==> src/rtl/sbph_ram.sv <==
`timescale 1ns / 1ps
// ----------------------------------------------------------------------------
// sbph_ram
// Generic single-write, single-read RAM with a registered read port.
// ----------------------------------------------------------------------------
module sbph_ram #(
  parameter int Width = 8,
  parameter int Depth = 16
) (
  input  logic                     clk_i,
  input  logic                     we_i,
  input  logic [$clog2(Depth)-1:0] waddr_i,
  input  logic [Width-1:0]         wdata_i,
  input  logic [$clog2(Depth)-1:0] raddr_i,
  output logic [Width-1:0]         rdata_o
);

  logic [Width-1:0] mem_q [Depth];

  // Read returns the old contents when both ports hit the same entry
  always_ff @(posedge clk_i) begin
    if (we_i) begin
      mem_q[waddr_i] <= wdata_i;
    end
    rdata_o <= mem_q[raddr_i];
  end

endmodule

==> config.mk <==
export PLATFORM = sky130hd
export DESIGN_NAME = sbph_ram
export DESIGN_NICKNAME = d
export VERILOG_FILES = /design/src/rtl/sbph_ram.sv
export SDC_FILE = /design/constraint.sdc
export NUM_CORES = 1
export LEC_CHECK = 0
export ABC_AREA = 0
export BUFFER_PORTS_ARGS = -buffer_cell sky130_fd_sc_hd__buf_2
export CAP_MARGIN = 10
export CORE_AREA = 4 4 149 151
export CTS_CLUSTER_SIZE = 28
export DETAILED_ROUTE_END_ITERATION = 16
export DIE_AREA = 0 0 153 155
export PLACE_DENSITY = 0.44
export SLEW_MARGIN = 15
export SYNTH_ARGS = -nofsm -noshare
export SYNTH_HDL_FRONTEND = slang
export SYNTH_SLANG_ARGS = --single-unit
==> constraint.sdc <==
create_clock -name clk_i -period 4.8 [get_ports clk_i]
set_clock_uncertainty 0.1 [all_clocks]
set_input_delay 0.24 -clock clk_i [delete_from_list [all_inputs] [get_ports clk_i]]
set_output_delay 0.24 -clock clk_i [all_outputs]
set_load 0.1 [all_outputs]
==> summary.md <==
| Metric | Value |
|---|---|
| Via count | `2420` |
| Crit Reg-Reg Endpoint | `rdata_o[7]` |
| Hold_sp | `wdata_i[6]` |
| Reg2reg start | `mem_q[3][7]` |
| Final ANT Viol Nets | `0` |
| Worst Hold Path Cells | `1` |
| Worst EP arrival | `2.18 ns` |
| Post-synth top area cell | `edfxtp_1` |
| Clock latency on the worst-skew pair | `0.42 ns` |
| Synth cell types | `19` |
| DR DRC count | `0` |
| Commonest non-fill, non-tap cell in the layout | `edfxtp_1` |
| CTS tree | `done` |
| Gpl congestion | `0.729` |
| DR pass1 iterations | `4` |
| Syn Std Cell Area | `5150 µm²` |
| Number of setup violations in the final report | `0` |
| Largest net degree at the start of global routing | `33` |
| Final #Nets | `284` |
| Clock Sinks | `136` |
| Layout overhead on the synthesized area | `20.0%` |
| Nature of the critical path endpoint | `flip-flop` |
| CTS root buf | `clkbuf_16` |
| Total length of routed wires | `11.4 mm` |
| Cts hold-fix bufs | `0` |
| Slew headroom | `24.3%` |
| Net count after synthesis | `247` |
| Core ar. | `20800 µm²` |
| Iteration-0 DRC Markers | `278` |
| Share of cells above drive strength 1 | `27.7%` |
| Initial antenna violation count | `0` |
| Startpoint Class | `input pin` |
| Ranking of synthesized cells by area | `edfxtp_1 75%, mux4_2 7.9%, mux4_1 7.1%, dfxtp_1 3.1%, a22oi_1 2.3%` |
| PD cells | `464 nW/µm²` |
| Finished Core Util | `29.7%` |
| Global route total overflow | `0` |
| Yosys warns | `0` |
| Status | `finished, final reports clean` |
| Vias in the first global route | `2595` |
| Worst-case reg-to-reg path depth | `3` |
| Sequential share of the synthesized area | `77.8%` |
| Maximum vdd drop | `0.322 mV` |
| # diodes | `0` |
| HPWL after detailed placement | `7.06 mm` |
| Vias per cell | `4.38` |
| Wire per inst | `20.6 µm` |
| Worst-Margin Slew | `1.13 ns` |
| Min cycle time layout | `1.98 ns` |
| Total Die Area | `23700 µm²` |
| H-tree levels | `4` |
| Hold Crit Endpoint | `mem_q[15][6]` |
| Final Hold Viols | `0` |
| Fmax | `0.504 GHz` |
| Commonest cells after routing, fill and taps aside | `128 x edfxtp_1, 25 x buf_2, 18 x mux4_2` |
| Initial Util | `24.7%` |
| Final period util | `41.4%` |
| CP Data Required Time | `5.00 ns` |
| CTS resizes | `0` |
| Worst Path Max Fanout | `17` |
| # rows | `53` |
| Setup TNS | `0 ns` |
| TritonCTS Buffers | `17` |
| FILL cells | `2072` |
| Max Cap Viol | `0` |
| First-pass GRT wire length | `17.0 mm` |
| FF+latch count, synth | `136` |
| Postcts setup bufs | `0` |
| Worst-path clk slew | `0.06 ns` |
| I/O Pins | `26` |
| Reg2Reg Setup Slack | `3.23 ns` |
| Gr usage total | `10.2%` |
| Die X-Extent | `153 µm` |
| Die H | `155 µm` |
| Maximum clock insertion buffer count | `2` |
| HP Class | `input pin to flip-flop` |
| P_leak | `2.01 nW` |
| CP Class | `input pin to flip-flop` |
| Gate Count Post-Synth | `229` |
| Share of the synthesized area in the top cell type | `74.7%` |
| Max-slew violation count | `0` |
| Synthesized area per cell | `22.5 µm²` |
| I/O Buffers | `25` |
| Unrepaired setup endpoints after global routing | `no` |
## state kept, by name, indices dropped and copies added (netlist names)
| name | count |
|---|---|
| mem_q | 128 |
| rdata_o | 8 |
## how the worst max path moves through the flow
stage	from	endpoint	slack (ns)	depth (start not counted)
after floorplan	waddr_i[2]	mem_q[0][0]	2.97	2
after global placement	waddr_i[2]	mem_q[0][0]	2.31	3
after detailed placement	raddr_i[0]	rdata_o[5]	2.34	5
after CTS	raddr_i[0]	rdata_o[5]	2.79	5
after global routing	raddr_i[0]	rdata_o[5]	2.69	5
final	raddr_i[0]	rdata_o[5]	2.82	5
## synth_stat cells
cell             count
nor2b_1              1
edfxtp_1           128
clkdlybuf4s25_2      3
buf_6                3
or3b_2               1
and2_1               1
a22oi_1             16
and2b_1              1
buf_2                3
nand2b_1             2
buf_4                1
nand2_1              9
nand3b_1             2
nand3_1              1
mux4_1              14
mux4_2              18
nor3_1               4
nor2_1              13
dfxtp_1              8
## cells by family (layout without fill, tap and decap cells)
kind of cell	count (synthesis)	in the layout	synth area share, %
flip-flops	136	136	77.8
AND/OR/NAND/NOR	35	35	3.18
multiplexers	32	32	15.0
AO/OA/AOI/OAI	16	16	2.33
buffers and inverters	10	59	1.68
## where the power goes
group | internal [mW] | switching [mW] | total [mW]
Sequential | 1.33 | 0.00965 | 1.34
Clock | 0.889 | 0.457 | 1.35
Combinational | 0.0480 | 0.130 | 0.178
## area by class of cell
cell class                 instances  area [µm²]  area share [%]
timing repair buffer              28         148            2.39
tap                              275         344            5.57
multi-input combinational         83        1070            17.3
clock inverter                     9         148            2.39
sequential                       136        4000            64.8
clock buffer                      22         464            7.52
## metal layers
layer / vias up / track usage (%) / share of wire [%]
li1: 1051 / - / -
met1: 1300 / 13.6 / 47
met2: 54 / 15.6 / 47
met3: 15 / 3.50 / 4.6
met4: 0 / 3.44 / 1.4
met5: - / 0 / 0
## critical path, stage by stage
cell and delay (ns):
buf_2 0.43, buf_4 0.43, mux4_1 0.62, a22oi_1 0.35, nand2_1 0.09
## metrics by stage
step	hold WS (ns)	total power, mW	cells	instance area, µm²	setup slack, ns
2_1_floorplan	0.239	1.48	229	5150	2.97
3_3_place_gp	0.537	1.54	522	5560	2.31
3_5_place_dp	0.551	1.54	522	5560	2.34
4_1_cts	0.103	2.89	553	6170	2.79
5_1_grt	0.109	2.97	553	6170	2.69
6_report	0.112	2.86	553	6170	2.82
Power figures use the tool's default switching activity.
