`src/rtl/sbph_pkg.sv`:
```
`timescale 1ns / 1ps
// ----------------------------------------------------------------------------
// sbph_pkg
// Shared constants and types for the sliding bit pattern histogram.
// ----------------------------------------------------------------------------
package sbph_pkg;

  // Default sizing of the bin store
  localparam int MAX_PATTERN_BITS = 16;
  localparam int COUNT_WIDTH      = 40;

  // Register and field widths
  localparam int LEN_W      = 5;
  localparam int LIMIT_W    = 48;
  localparam int CFG_DATA_W = 48;
  localparam int IDX_W      = 16;
  localparam int OUT_CNT_W  = 40;

  // Register indexes on the configuration port
  localparam logic REG_PATTERN_LENGTH = 1'b0;
  localparam logic REG_BIT_LIMIT      = 1'b1;

  // Register reset values
  localparam logic [LEN_W-1:0]   PATTERN_LENGTH_RST = 5'd16;
  localparam logic [LIMIT_W-1:0] BIT_LIMIT_RST      = '1;

  // Input item kinds (carried on tuser)
  localparam logic FUNC_FEED = 1'b0;
  localparam logic FUNC_READ = 1'b1;

  // Result queue
  localparam int OUTQ_DEPTH = 3;
  localparam int OUTQ_LVL_W = 2;
  localparam int OUTQ_PTR_W = 2;

  // One result item, bin_count in the low bits
  typedef struct packed {
    logic [IDX_W-1:0]     bin_echo;
    logic [OUT_CNT_W-1:0] bin_count;
  } out_item_t;

  // Status of the result queue towards the front end
  typedef struct packed {
    logic [OUTQ_LVL_W-1:0] level;
    logic                  full;
  } outq_status_t;

endpackage

```
`src/rtl/sbph_outq.sv`:
```
`timescale 1ns / 1ps
// ----------------------------------------------------------------------------
// sbph_outq
// Small register queue that holds read results until the sink takes them.
// ----------------------------------------------------------------------------
module sbph_outq (
  input  logic                   clk_i,
  input  logic                   rst_ni,
  input  logic                   push_i,
  input  sbph_pkg::out_item_t    item_i,
  output sbph_pkg::outq_status_t status_o,
  input  logic                   m_axis_tready,
  output logic                   m_axis_tvalid,
  output sbph_pkg::out_item_t    m_axis_tdata   // bin_count [39:0], bin_echo [55:40]
);

  localparam int Depth = sbph_pkg::OUTQ_DEPTH;
  localparam int PtrW  = sbph_pkg::OUTQ_PTR_W;
  localparam int LvlW  = sbph_pkg::OUTQ_LVL_W;
  localparam logic [PtrW-1:0] LastPtr = PtrW'(Depth - 1);

  sbph_pkg::out_item_t entry_q [Depth];
  logic [PtrW-1:0] head_q, head_d, tail_q, tail_d;
  logic [LvlW-1:0] level_q, level_d;
  logic            pop;

  assign pop           = m_axis_tvalid && m_axis_tready;
  assign m_axis_tvalid = (level_q != '0);
  assign m_axis_tdata  = entry_q[head_q];

  always_comb begin
    head_d  = head_q;
    tail_d  = tail_q;
    level_d = level_q;
    if (pop) begin
      head_d = (head_q == LastPtr) ? '0 : head_q + PtrW'(1);
    end
    if (push_i) begin
      tail_d = (tail_q == LastPtr) ? '0 : tail_q + PtrW'(1);
    end
    unique case ({push_i, pop})
      2'b10:   level_d = level_q + LvlW'(1);
      2'b01:   level_d = level_q - LvlW'(1);
      default: level_d = level_q;
    endcase
  end

  always_ff @(posedge clk_i or negedge rst_ni) begin
    if (!rst_ni) begin
      head_q  <= '0;
      tail_q  <= '0;
      level_q <= '0;
    end else begin
      head_q  <= head_d;
      tail_q  <= tail_d;
      level_q <= level_d;
    end
  end

  always_ff @(posedge clk_i) begin
    if (push_i) begin
      entry_q[tail_q] <= item_i;
    end
  end

  assign status_o.level = level_q;
  assign status_o.full  = (level_q == LvlW'(Depth));

endmodule

```
`config.mk`:
```
export PLATFORM = sky130hd
export DESIGN_NAME = sbph_outq
export DESIGN_NICKNAME = d
export VERILOG_FILES = /design/src/rtl/sbph_pkg.sv /design/src/rtl/sbph_outq.sv
export SDC_FILE = /design/constraint.sdc
export NUM_CORES = 1
export LEC_CHECK = 0
export BUFFER_PORTS_ARGS = -buffer_cell sky130_fd_sc_hd__buf_2
export CAP_MARGIN = 20
export CORE_MARGIN = 2
export CORE_UTILIZATION = 59
export DETAILED_ROUTE_END_ITERATION = 8
export GPL_ROUTABILITY_DRIVEN = 0
export HOLD_SLACK_MARGIN = 0.1
export PLACE_DENSITY = 0.84
export RECOVER_POWER = 50
export SETUP_SLACK_MARGIN = 0.4
export SLEW_MARGIN = 20
export SYNTH_ARGS = -nofsm -noshare
export SYNTH_HDL_FRONTEND = slang
export SYNTH_SLANG_ARGS = --single-unit
```
`constraint.sdc`:
```
create_clock -name clk_i -period 14.73 [get_ports clk_i]
set_input_delay 2.2095 -clock clk_i [delete_from_list [all_inputs] [get_ports clk_i]]
set_output_delay 2.2095 -clock clk_i [all_outputs]
set_load 0.02 [all_outputs]
```
==> flow_metrics.py <==
metrics = {
    "outcome": {
        "status": "finished clean",
    },
    "sta": {
        "fin_crit_ns": 4.59,
        "post-route-period-util_pct": 31.1,
        "final-hold-violation-count": 0,
        "finalSetupViolCount": 0,
        "setup_tns_ns": 0,
        "clock_skew_ns": 0.00547,
        "grt_setup_unrepaired": "no",
        "clock.fmax_ghz": 0.218,
        "tightest_slew_ns": 1.37,
        "relSlewSlack_pct": 8.62,
        "final_max_slew_viol_count": 0,
    },
    "route": {
        "wl_per_cell_microns": 16.8,
        "vias_per_cell": 5.32,
        "wirelength_microns": 11100,
        "vias": 3505,
        "dr.pass1.iters": 4,
        "first_iter_violations": 245,
        "ant_nets": 0,
        "drc_errors": 0,
    },
    "synth": {
        "syn-num-nets": 444,
        "synthTopCellsByCount": "168 x edfxtp_1, 59 x nand2_1, 56 x mux2i_1",
        "synth_seq_cells": 174,
        "netlist_area_sq_um": 6530,
        "yosys-top-cells-area": "edfxtp_1 77%, mux2i_1 8.6%, nand2_1 3.4%",
        "synth_seq_area_share_pct": 79.5,
        "synthFlopType": "edfxtp_1",
        "synth_cell_type_count": 22,
        "synth_most_common_cell": "edfxtp_1",
        "synth_edf_count": 168,
        "synth_top_area_cell": "edfxtp_1",
        "avgSynthCellArea_sq_um": 17.1,
        "ys_warn_count": 0,
        "async_reset_ff_share_pct": 3.45,
        "synthCells": 383,
        "yosys.area.top_type_share_pct": 77.2,
    },
    "floorplanning": {
        "core.rowCount": 38,
        "fp.coreArea_sq_um": 10800,
        "start_util_pct": 60.3,
        "die_area_sq_um": 11900,
        "io_pins": 120,
        "dieWidth_microns": 109,
        "die_y_microns": 109,
    },
    "clocking": {
        "cts_tree": "yes",
        "htree_levels": 4,
        "clock_latency_ns": 0.53,
        "cts_setup_buffers": 0,
        "cts_buffers": 17,
        "clk_path_buf_depth": 2,
        "clock-sinks": 174,
        "ctsResizeCount": 0,
        "clkTransAtPathRegs_ns": 0.06,
        "root_buffer": "clkbuf_8",
        "cts_hold_buffers": 0,
    },
    "power_and_ir_drop": {
        "p_leak_nw": 2.75,
        "powerDensity_nw_per_um2": 212,
        "p_total_mw": 1.65,
        "ir_worst_vdd_mv": 0.128,
    },
    "global_routing": {
        "grt_antenna_before_repair": 0,
        "grt_pass1_vias": 3562,
        "grt_pass1_wl_microns": 17000,
        "grt_max_degree": 116,
        "overflow": 0,
        "grt_use_total_pct": 19.9,
    },
    "critical_path": {
        "required_ns": 12.52,
        "r2r_slack_ns": 12.17,
        "cp_cell_sequence": "mux2i_1 -> o21ai_0 -> buf_2",
        "r2r_end": "entry_q[1][13]",
        "r2r-start": "tail_q[0]",
        "critPathMaxFanout": 59,
        "slowest_delay_ns": 1.12,
        "crit_path_start": "head_q[0]",
        "reg2reg_depth": 3,
        "startpoint_type": "flip-flop",
        "worstSetupPathType": "reg2out",
        "cp_data_arrival_time_ns": 2.38,
        "cpMaxStageDelayCell": "dfrtp_4",
        "crit_path_end_kind": "output pin",
    },
    "finish": {
        "layout-drive-gt1-share_pct": 19.3,
        "fin_nets": 567,
        "n_antenna_cell": 0,
        "multiInputGateArea_sq_um": 1180,
        "synthToLayoutAreaGrowth_pct": 18.6,
        "ff_latch_area_sq_um": 5200,
        "nFillCells": 744,
    },
    "place": {
        "dp_hpwl_microns": 6380,
        "io_buffers": 119,
    },
    "run": {
        "cap_violations": 0,
    },
    "hold_path": {
        "min_path_type": "reg2reg",
        "hold_start": "tail_q[1]",
        "holdPathStages": 1,
        "min_to": "tail_q[1]",
    },
}
worst max-delay path, delay by kind of cell, from the launching register on:
| kind | cells | cell delay (ns) |
|---|---|---|
| compound gates | 1 | 0.28 |
| buf+inv | 1 | 0.22 |
| flops | 1 | 1.12 |
| mux | 1 | 0.18 |
logic make-up after synthesis:
kind of cell / synth area share, %
AO/OA/AOI/OAI: 4.79
AND/OR/NAND/NOR: 3.96
flip-flops: 79.5
buffers and inverters: 2.55
multiplexers: 8.58
XOR/XNOR: 0.402
adder cells (fa/ha/maj): 0.192
sequential cells by signal (all words and copies together), names as in the netlist:
signal   count
entry_q    168
level_q      2
tail_q       2
head_q       2
per-layer routing:
| metal | GRT usage (%) | vias up | share of wire (%) |
|---|---|---|---|
| met3 | 5.68 | 18 | 5.2 |
| met1 | 21.2 | 1698 | 39 |
| met4 | 9.86 | 0 | 2.2 |
| li1 | - | 1685 | - |
| met5 | 0 | - | 0 |
| met2 | 36.1 | 104 | 54 |
cell type report:
type	count	share of cell area, %
sequential	174	67.2
multi-input combinational	187	15.2
timing repair buffer	124	7.46
clock buffer	18	5.39
clock inverter	14	2.45
tap	140	2.26
inverter	2	0.0969
power breakdown:
part / internal, mW / total [mW] / leakage (nW) / switching, mW
Sequential: 0.638 / 0.716 / 1.62 / 0.0784
Combinational: 0.171 / 0.478 / 0.840 / 0.307
Clock: 0.276 / 0.451 / 0.286 / 0.176
cells in the final DEF, fill, tap and decap left out:
cell / count
dfrtp_1: 4
clkbuf_1: 59
or2_2: 1
nor3_1: 2
edfxtp_1: 168
clkbuf_16: 16
xor2_1: 1
xnor2_1: 2
clkinv_1: 1
clkinvlp_4: 4
bufinv_16: 4
mux2i_1: 56
buf_4: 3
and2_1: 1
o21ai_0: 44
ha_1: 1
inv_1: 2
a21o_1: 3
clkinv_2: 2
buf_2: 62
nor2_1: 2
inv_6: 3
buf_16: 1
clkbuf_8: 1
nor3b_2: 1
nand2_1: 59
o21ai_1: 14
dfrtp_4: 2
through the flow:
stage          setup WS, ns  hold WS [ns]  cells  cell area [sq um]  util (%)
2_1_floorplan          7.80         0.488    383               6530         -
3_3_place_gp          10.72         0.531    626               7200      66.4
3_5_place_dp          10.71         0.546    626               7200      66.4
4_1_cts               10.12         0.555    658               7810      72.0
5_1_grt               10.06         0.564    659               7750      71.5
6_report              10.14         0.526    659               7750      71.5
how the worst max path moves through the flow:
stage	endpoint	slack [ns]	depth (start not counted)
6_report	m_axis_tdata[34]	10.14	3
5_1_grt	m_axis_tdata[34]	10.06	3
4_1_cts	m_axis_tdata[34]	10.12	3
3_5_place_dp	m_axis_tdata[34]	10.71	3
3_3_place_gp	m_axis_tdata[34]	10.72	3
2_1_floorplan	entry_q[2][0]	7.80	2
(Power assumes the default switching activity.)
